**config.mk**
```make
export PLATFORM = sky130hd
export DESIGN_NAME = ang_delay
export DESIGN_NICKNAME = d
export VERILOG_FILES = /design/src/hdl/ang_pkg.sv /design/src/hdl/ang_delay.sv
export SDC_FILE = /design/constraint.sdc
export NUM_CORES = 2
export LEC_CHECK = 0
export BUFFER_PORTS_ARGS = -buffer_cell sky130_fd_sc_hd__clkbuf_2
export CAP_MARGIN = 25
export CORE_MARGIN = 2
export CORE_UTILIZATION = 55
export CTS_CLUSTER_SIZE = 10
export DETAILED_ROUTE_END_ITERATION = 12
export GPL_ROUTABILITY_DRIVEN = 0
export PLACE_DENSITY = 0.72
export SKIP_CTS_REPAIR_TIMING = 1
export SLEW_MARGIN = 0
export SYNTH_ARGS = -nofsm -noshare
export SYNTH_HDL_FRONTEND = slang
export SYNTH_SLANG_ARGS = --single-unit
```
**constraint.sdc**
```tcl
create_clock -name clk -period 3.6 [get_ports clk]
set_input_delay 0.54 -clock clk [delete_from_list [all_inputs] [get_ports clk]]
set_output_delay 0.54 -clock clk [all_outputs]
set_load 0.02 [all_outputs]
```
**src/hdl/ang_pkg.sv**
```systemverilog
// Shared constants, codes and types of the audio noise gate.
`timescale 1ns / 1ps
package ang_pkg;

  localparam int SAMPLE_BITS = 16;
  localparam int DELAY_DEPTH = 256;
  localparam int DELAY_AW    = (DELAY_DEPTH > 1) ? $clog2(DELAY_DEPTH) : 1;
  localparam int FILL_W      = $clog2(DELAY_DEPTH + 1);
  localparam int DLY_CMP_W   = (FILL_W > 8) ? FILL_W : 8;

  localparam int GAIN_BITS   = 17;
  localparam int STEP_BITS   = 17;
  localparam int WEIGHT_BITS = 17;
  localparam int THR_BITS    = 16;
  localparam int DLEN_BITS   = 8;
  localparam int CFG_BITS    = 17;
  localparam int FRAC_BITS   = 16;

  localparam int AVG_BITS    = SAMPLE_BITS + FRAC_BITS;
  localparam int LVL_W       = (AVG_BITS > THR_BITS + FRAC_BITS) ? AVG_BITS
                                                                 : THR_BITS + FRAC_BITS;

  localparam logic [GAIN_BITS-1:0]   UNITY        = GAIN_BITS'(1 << FRAC_BITS);
  localparam logic [WEIGHT_BITS-1:0] WEIGHT_UNITY = WEIGHT_BITS'(1 << FRAC_BITS);

  typedef enum logic [1:0] {
    CFG_THRESHOLD      = 2'd0,
    CFG_AVERAGE_WEIGHT = 2'd1,
    CFG_RAMP_STEP      = 2'd2,
    CFG_DELAY_LENGTH   = 2'd3
  } cfg_index_t;

  typedef enum logic [1:0] {
    DIR_HOLD = 2'd0,
    DIR_UP   = 2'd1,
    DIR_DOWN = 2'd2
  } dir_t;

  typedef enum logic [2:0] {
    ST_IDLE,
    ST_MAG,
    ST_AVG,
    ST_GAIN,
    ST_OUT
  } state_t;

endpackage

```
**src/hdl/ang_delay.sv**
```systemverilog
// Sample delay memory with write pointer and fill count.
`timescale 1ns / 1ps
module ang_delay (
  input  logic                                  clk,
  input  logic                                  rst,
  input  logic                                  push,
  input  logic signed [ang_pkg::SAMPLE_BITS-1:0] sample,
  input  logic [ang_pkg::DLEN_BITS-1:0]          delay_length,
  output logic signed [ang_pkg::SAMPLE_BITS-1:0] delayed
);

  logic [ang_pkg::SAMPLE_BITS-1:0] mem [ang_pkg::DELAY_DEPTH];
  logic [ang_pkg::SAMPLE_BITS-1:0] rdata;
  logic [ang_pkg::SAMPLE_BITS-1:0] fwd;
  logic [ang_pkg::DELAY_AW-1:0]    wp;
  logic [ang_pkg::DELAY_AW-1:0]    rd_addr;
  logic [ang_pkg::FILL_W-1:0]      fill;
  logic [ang_pkg::DLY_CMP_W-1:0]   d_ext;
  logic [ang_pkg::DLY_CMP_W-1:0]   d_sat;
  logic [ang_pkg::DLY_CMP_W-1:0]   wp_ext;
  logic                            sel_fwd;
  logic                            sel_zero;

  always_comb begin
    d_ext  = ang_pkg::DLY_CMP_W'(delay_length);
    d_sat  = (d_ext > ang_pkg::DLY_CMP_W'(ang_pkg::DELAY_DEPTH - 1))
             ? ang_pkg::DLY_CMP_W'(ang_pkg::DELAY_DEPTH - 1) : d_ext;
    wp_ext = ang_pkg::DLY_CMP_W'(wp);
    if (wp_ext >= d_sat) begin
      rd_addr = ang_pkg::DELAY_AW'(wp_ext - d_sat);
    end else begin
      rd_addr = ang_pkg::DELAY_AW'(ang_pkg::DLY_CMP_W'(ang_pkg::DELAY_DEPTH)
                                   - (d_sat - wp_ext));
    end
  end

  always_ff @(posedge clk) begin
    if (push) begin
      mem[wp] <= sample;
      rdata   <= mem[rd_addr];
      fwd     <= sample;
    end
  end

  // Entries never written read as zero; a delay of zero takes the new sample.
  always_ff @(posedge clk) begin
    if (rst) begin
      wp       <= '0;
      fill     <= '0;
      sel_fwd  <= 1'b0;
      sel_zero <= 1'b0;
    end else if (push) begin
      sel_fwd  <= (d_sat == '0);
      sel_zero <= (d_sat > ang_pkg::DLY_CMP_W'(fill));
      if (wp == ang_pkg::DELAY_AW'(ang_pkg::DELAY_DEPTH - 1)) begin
        wp <= '0;
      end else begin
        wp <= wp + 1'b1;
      end
      if (fill != ang_pkg::FILL_W'(ang_pkg::DELAY_DEPTH)) begin
        fill <= fill + 1'b1;
      end
    end
  end

  always_comb begin
    if (sel_zero) begin
      delayed = '0;
    end else if (sel_fwd) begin
      delayed = fwd;
    end else begin
      delayed = rdata;
    end
  end

endmodule

```
# Word-level counts from Yosys, hierarchy flattened
# Memories as Yosys holds them, arrays and structs flattened. A register that Yosys moved wholly into a read port is not among the register bits.
# Cells that the tools add are included.
[word_totals] memories=1 in_bits=27 reg_bits=35 ramBits=4096
[mem_list] name="mem" words=256 word_bits=16 rd=1 rd_clocked_by_memory_dff=1 wr=1 line_no="ang_delay.sv:12" rtl="logic [ang_pkg::SAMPLE_BITS-1:0] mem [ang_pkg::DELAY_DEPTH];"
[op_classes] add_sub_neg=5 order_cmp=2 n_mux=6 reduce_logical=2 eq_ne=2
[op_table] cell="$mux W16" count=2
[op_table] cell="$mux W8" count=2
[op_table] cell="$sub A8 B8 Y8" count=2
[op_table] cell="$add A9 B1 Y9 const B" count=1
[op_table] cell="$gt A8 B9 Y1" count=1
[op_table] cell="$logic_not A9 Y1" count=1
[op_table] cell="$ne A9 B9 Y1 const B" count=1
[op_table] cell="$add A8 B1 Y8 const B" count=1
[op_table] cell="$eq A8 B8 Y1 const B" count=1
[op_table] cell="$ge A8 B8 Y1" count=1
[op_table] cell="$sub A1 B8 Y8 const A" count=1
[op_table] cell="$mux W1" count=2
[op_table] cell="$reduce_and A2 Y1" count=1

# Depth between registers and ports, before layout
[logic_depth] ltp_word=3 depth_mapped=16 mapped_depth_nobuf=12

# Least setup slack after synthesis
# Ideal clock, no wire load.
[synth_path] path_kind="input to register" from="input delay_length[0] in the netlist's numbering" to="register rdata[13] in the netlist's numbering, read port of mem, data pin" arrival_time_ns=3.451 stages=14 setup_time_ns=0.267 required_ns=3.333 setup_slack_ns=-0.118 path_buffers=4 cell_sequence="ha_1 inv_1 fa_1 buf_2 buf_2 buf_1 buf_1 mux4_2 mux2i_1 mux2i_1 mux2_2 a32o_1 a211oi_1 nand4_1"
[synth_between] elab_chain_len=3
[synth_rtl] element="start: declaration" line_no="ang_delay.sv:8" rtl="input logic [ang_pkg::DLEN_BITS-1:0] delay_length,"
[synth_rtl] element="$sub A8 B8 Y8" line_no="ang_delay.sv:33" rtl="- (d_sat - wp_ext));"
[synth_rtl] element="$sub A1 B8 Y8" line_no="ang_delay.sv:33"
[synth_rtl] element="$mux W8 *" line_no="ang_delay.sv:29" rtl="if (wp_ext >= d_sat) begin"
[synth_rtl] element="end: declaration" line_no="ang_delay.sv:13" rtl="logic [ang_pkg::SAMPLE_BITS-1:0] rdata;"
# Every way passes the cells marked *; elsewhere a longest branch is shown, timed or not.
# A chain may end at the register's enable or synchronous reset.

# Final worst setup path
[layout_path] from="register wp[0] in the netlist's numbering" to="register rdata[14] in the netlist's numbering, read port of mem, data pin"
[layout_between] elab_chain_len=3
[layout_rtl] element="start: declaration" line_no="ang_delay.sv:15" rtl="logic [ang_pkg::DELAY_AW-1:0] wp;"
[layout_rtl] element="start signal: assignment" line_no="ang_delay.sv:58" rtl="wp <= wp + 1'b1;"
[layout_rtl] element="$sub A8 B8 Y8" line_no="ang_delay.sv:33"
[layout_rtl] element="$sub A1 B8 Y8" line_no="ang_delay.sv:33"
[layout_rtl] element="$mux W8 *" line_no="ang_delay.sv:29"
# Marked as above.

==> impl_results.md <==
* Netlist cell types at 64
* Hold WC Path Type: input pin to flip-flop
* Die width at 544 µm
* Area of the die at 296000 µm²
* Row Count at 198
* RSZ-0062 raised after global routing: true
* Met3 wire length at 57700 µm
* Crit path kind: flip-flop to flip-flop
* Hold Fails Final Rpt at 2
* CTS Sinks at 4147
* Drt drc at 0
* Register bit total from synthesis at 4147
* Area Overhead vs Synth at 17.5%
* Max-slew violation count at 0
* Core box area at 290000 µm²
* Total GRT Usage at 29.5%
* Worst EP arrival at 5.19 ns
* Crit-path max FO at 11
* Share of cells above drive strength 1 at 33.4%
* Via count at 84300
* Post-Layout Inst Area at 188000 µm²
* Pre-antenna DRT Iters at 8
* DP Worst Slack at -1.30 ns
* Met2 wire len at 206000 µm
* Hpwl dp at 268000 µm
* Synthesized area per cell at 21.7 µm²
* CTS tree: done
* Cell leakage power at 61.0 nW
* Initial core utilization at 55.2%
* Prevailing post-synth register cell: edfxtp_1
* Peak supply drop at 0.478 mV
* Syn Inst Count at 7382
* Largest net degree at the start of global routing at 145
* Post-DR wirelength/cell at 35.2 µm
* Yosys top cell by area: edfxtp_1
* Slew @ Worst Pin at 1.25 ns
* Hold slack at -0.0173 ns
* Crit path launch type: flip-flop
* Register area share after synthesis at 77.6%
* Min Tclk post-route at 4.42 ns
* Vias per cell at 6.68
* Clock Pin Slew Worst Setup and Hold Paths at 0.06 ns
* Status: finished, violations left
* Failing checks: negative hold slack, negative setup slack
* ANT nets after route at 0
* Tcrit/Tclk final at 123%
* Setup WS post-layout at -0.816 ns
* Initial antenna violation count at 20
* Post-synth top area share at 77.4%
* Ys Warns at 0
* Vias in the first global route at 82600
* Worst-Skew Late Latency at 1.03 ns
* Most common cell in the synthesized netlist: edfxtp_1
* Post-Syn Area at 160000 µm²
* Max-slew headroom at 16.7%
* Async S/R FF share, synth at 0%
* PwrDens at 585 nW/µm²
* First-pass GRT wire length at 617000 µm
* Commonest cells post-synth: edfxtp_1, mux4_2, nand2_1
* Ports at 43
* Initial DRC Count at 13900
* Max cap viols at 0
* Post-synth EDFFs at 4128
* PortBufs at 42
* Setup violations, final at 16
* Met1 WL at 156000 µm
* Longest Clk Path Bufs at 4
* Max Freq at 226 MHz
* Cts bufs inserted at 457
* Htree depth at 5
* Clock root buffer: clkbuf_16
* Area contributors post-synth: edfxtp_1, mux4_2, nand2_1
* Uppermost layer routed: met5
* Critical path endpoint category: flip-flop
* Post-detailed-routing wire length at 445000 µm
* Syn nets at 7431
* Clock Skews at 0.103 ns
* Vert. Die Dim at 544 µm
* Gr ovfl total at 0
* Post-DP Area at 173000 µm²
* Worst path required time at 4.38 ns
* Nets at 8658
## worst max-delay path, stage by stage, from the launching register on
cell and delay (ns):
dfxtp_2 0.32, inv_2 0.08, ha_4 0.15, inv_2 0.04, fa_4 0.87, buf_6 0.14, buf_12 0.10, clkbuf_16 0.16
buf_12 0.11, clkbuf_16 0.19, buf_4 0.22, mux4_2 0.33, mux2i_1 0.23, a32oi_1 0.09, and3_1 0.24, a2111oi_4 0.60
buf_4 0.23, nand4_1 0.09
## through the flow
| step | total power, mW | TNS [ns] | std cells | hold WS (ns) | util [%] |
|---|---|---|---|---|---|
| 2_1_floorplan | 61.6 | 0 | 7382 | 0.458 | - |
| 3_3_place_gp | 68.3 | -17.29 | 11900 | 0.475 | 59.6 |
| 3_5_place_dp | 68.4 | -15.77 | 11900 | 0.481 | 59.6 |
| 4_1_cts | 109 | -9.92 | 12500 | -0.176 | 64.0 |
| 5_1_grt | 113 | -8.85 | 12600 | 0.0104 | 64.8 |
| 6_report | 110 | -8.04 | 12600 | -0.0173 | 64.8 |
## per-layer routing
| metal | global-route usage [%] | vias up |
|---|---|---|
| li1 | - | 33000 |
| met5 | 0 | - |
| met2 | 45.1 | 6242 |
| met3 | 7.10 | 995 |
| met4 | 12.9 | 16 |
| met1 | 41.0 | 44000 |
## final cells by class
cell class | instances | area [µm²]
fill | 18300 | 102000
sequential | 4147 | 124000
clock buffer | 527 | 11700
clock inverter | 33 | 808
antenna | 12 | 30.0
timing repair buffer | 1193 | 11900
multi-input combinational | 2789 | 34500
inverter | 21 | 78.8
tap | 3900 | 4880
## logic make-up after synthesis
kind of cell / after synthesis / share of synthesized area [%]
adder cells (fa/ha/maj): 22 / 0.177
multiplexers: 1241 / 16.2
XOR/XNOR: 17 / 0.102
flip-flops: 4147 / 77.6
buffers and inverters: 446 / 1.39
AND/OR/NAND/NOR: 1250 / 3.33
AO/OA/AOI/OAI: 259 / 1.23
## flip-flops by register name, summed over array words and instances (netlist names)
name and flops:
wp 8, sel_fwd 1, fill 9, sel_zero 1, mem 4096, fwd 16
rdata 16
## power by group
| group | leakage (nW) | internal, mW | switching (mW) | total, mW |
|---|---|---|---|---|
| Combinational | 17.7 | 7.11 | 8.77 | 15.9 |
| Sequential | 37.3 | 53.2 | 0.0553 | 53.3 |
| Clock | 6.06 | 23.0 | 17.9 | 40.9 |
## cells in the final DEF, fill, tap and decap left out, types with 12 or more instances in the layout
master and instances:
mux2i_2 12, dfxtp_1 18, clkbuf_2 25, a32oi_2 15, a311oi_1 14, buf_12 150, buf_8 24, nand2_1 609
edfxtp_1 4128, mux4_2 1076, buf_16 20, nand3_1 165, buf_4 915, clkbuf_16 484, a21oi_1 17, buf_6 30
o211ai_1 28, o21ai_0 12, and3_1 32, a32oi_1 74, ha_1 20, nand4_1 64, nor2_1 273, inv_1 19
nor2_2 29, diode_2 12, clkbuf_1 68, a31oi_1 21, mux2i_1 141, clkinv_16 18
## final timing paths
path	start	end	depth (start not counted)	slack [ns]
max	wp[0]	rdata[14]	17	-0.82
min	sample[11]	mem[172][11]	1	-0.02
max reg2reg	wp[0]	rdata[14]	17	-0.82
min reg2reg	fill[7]	fill[7]	2	0.49
Note: power is estimated with default switching activity, not from simulation.
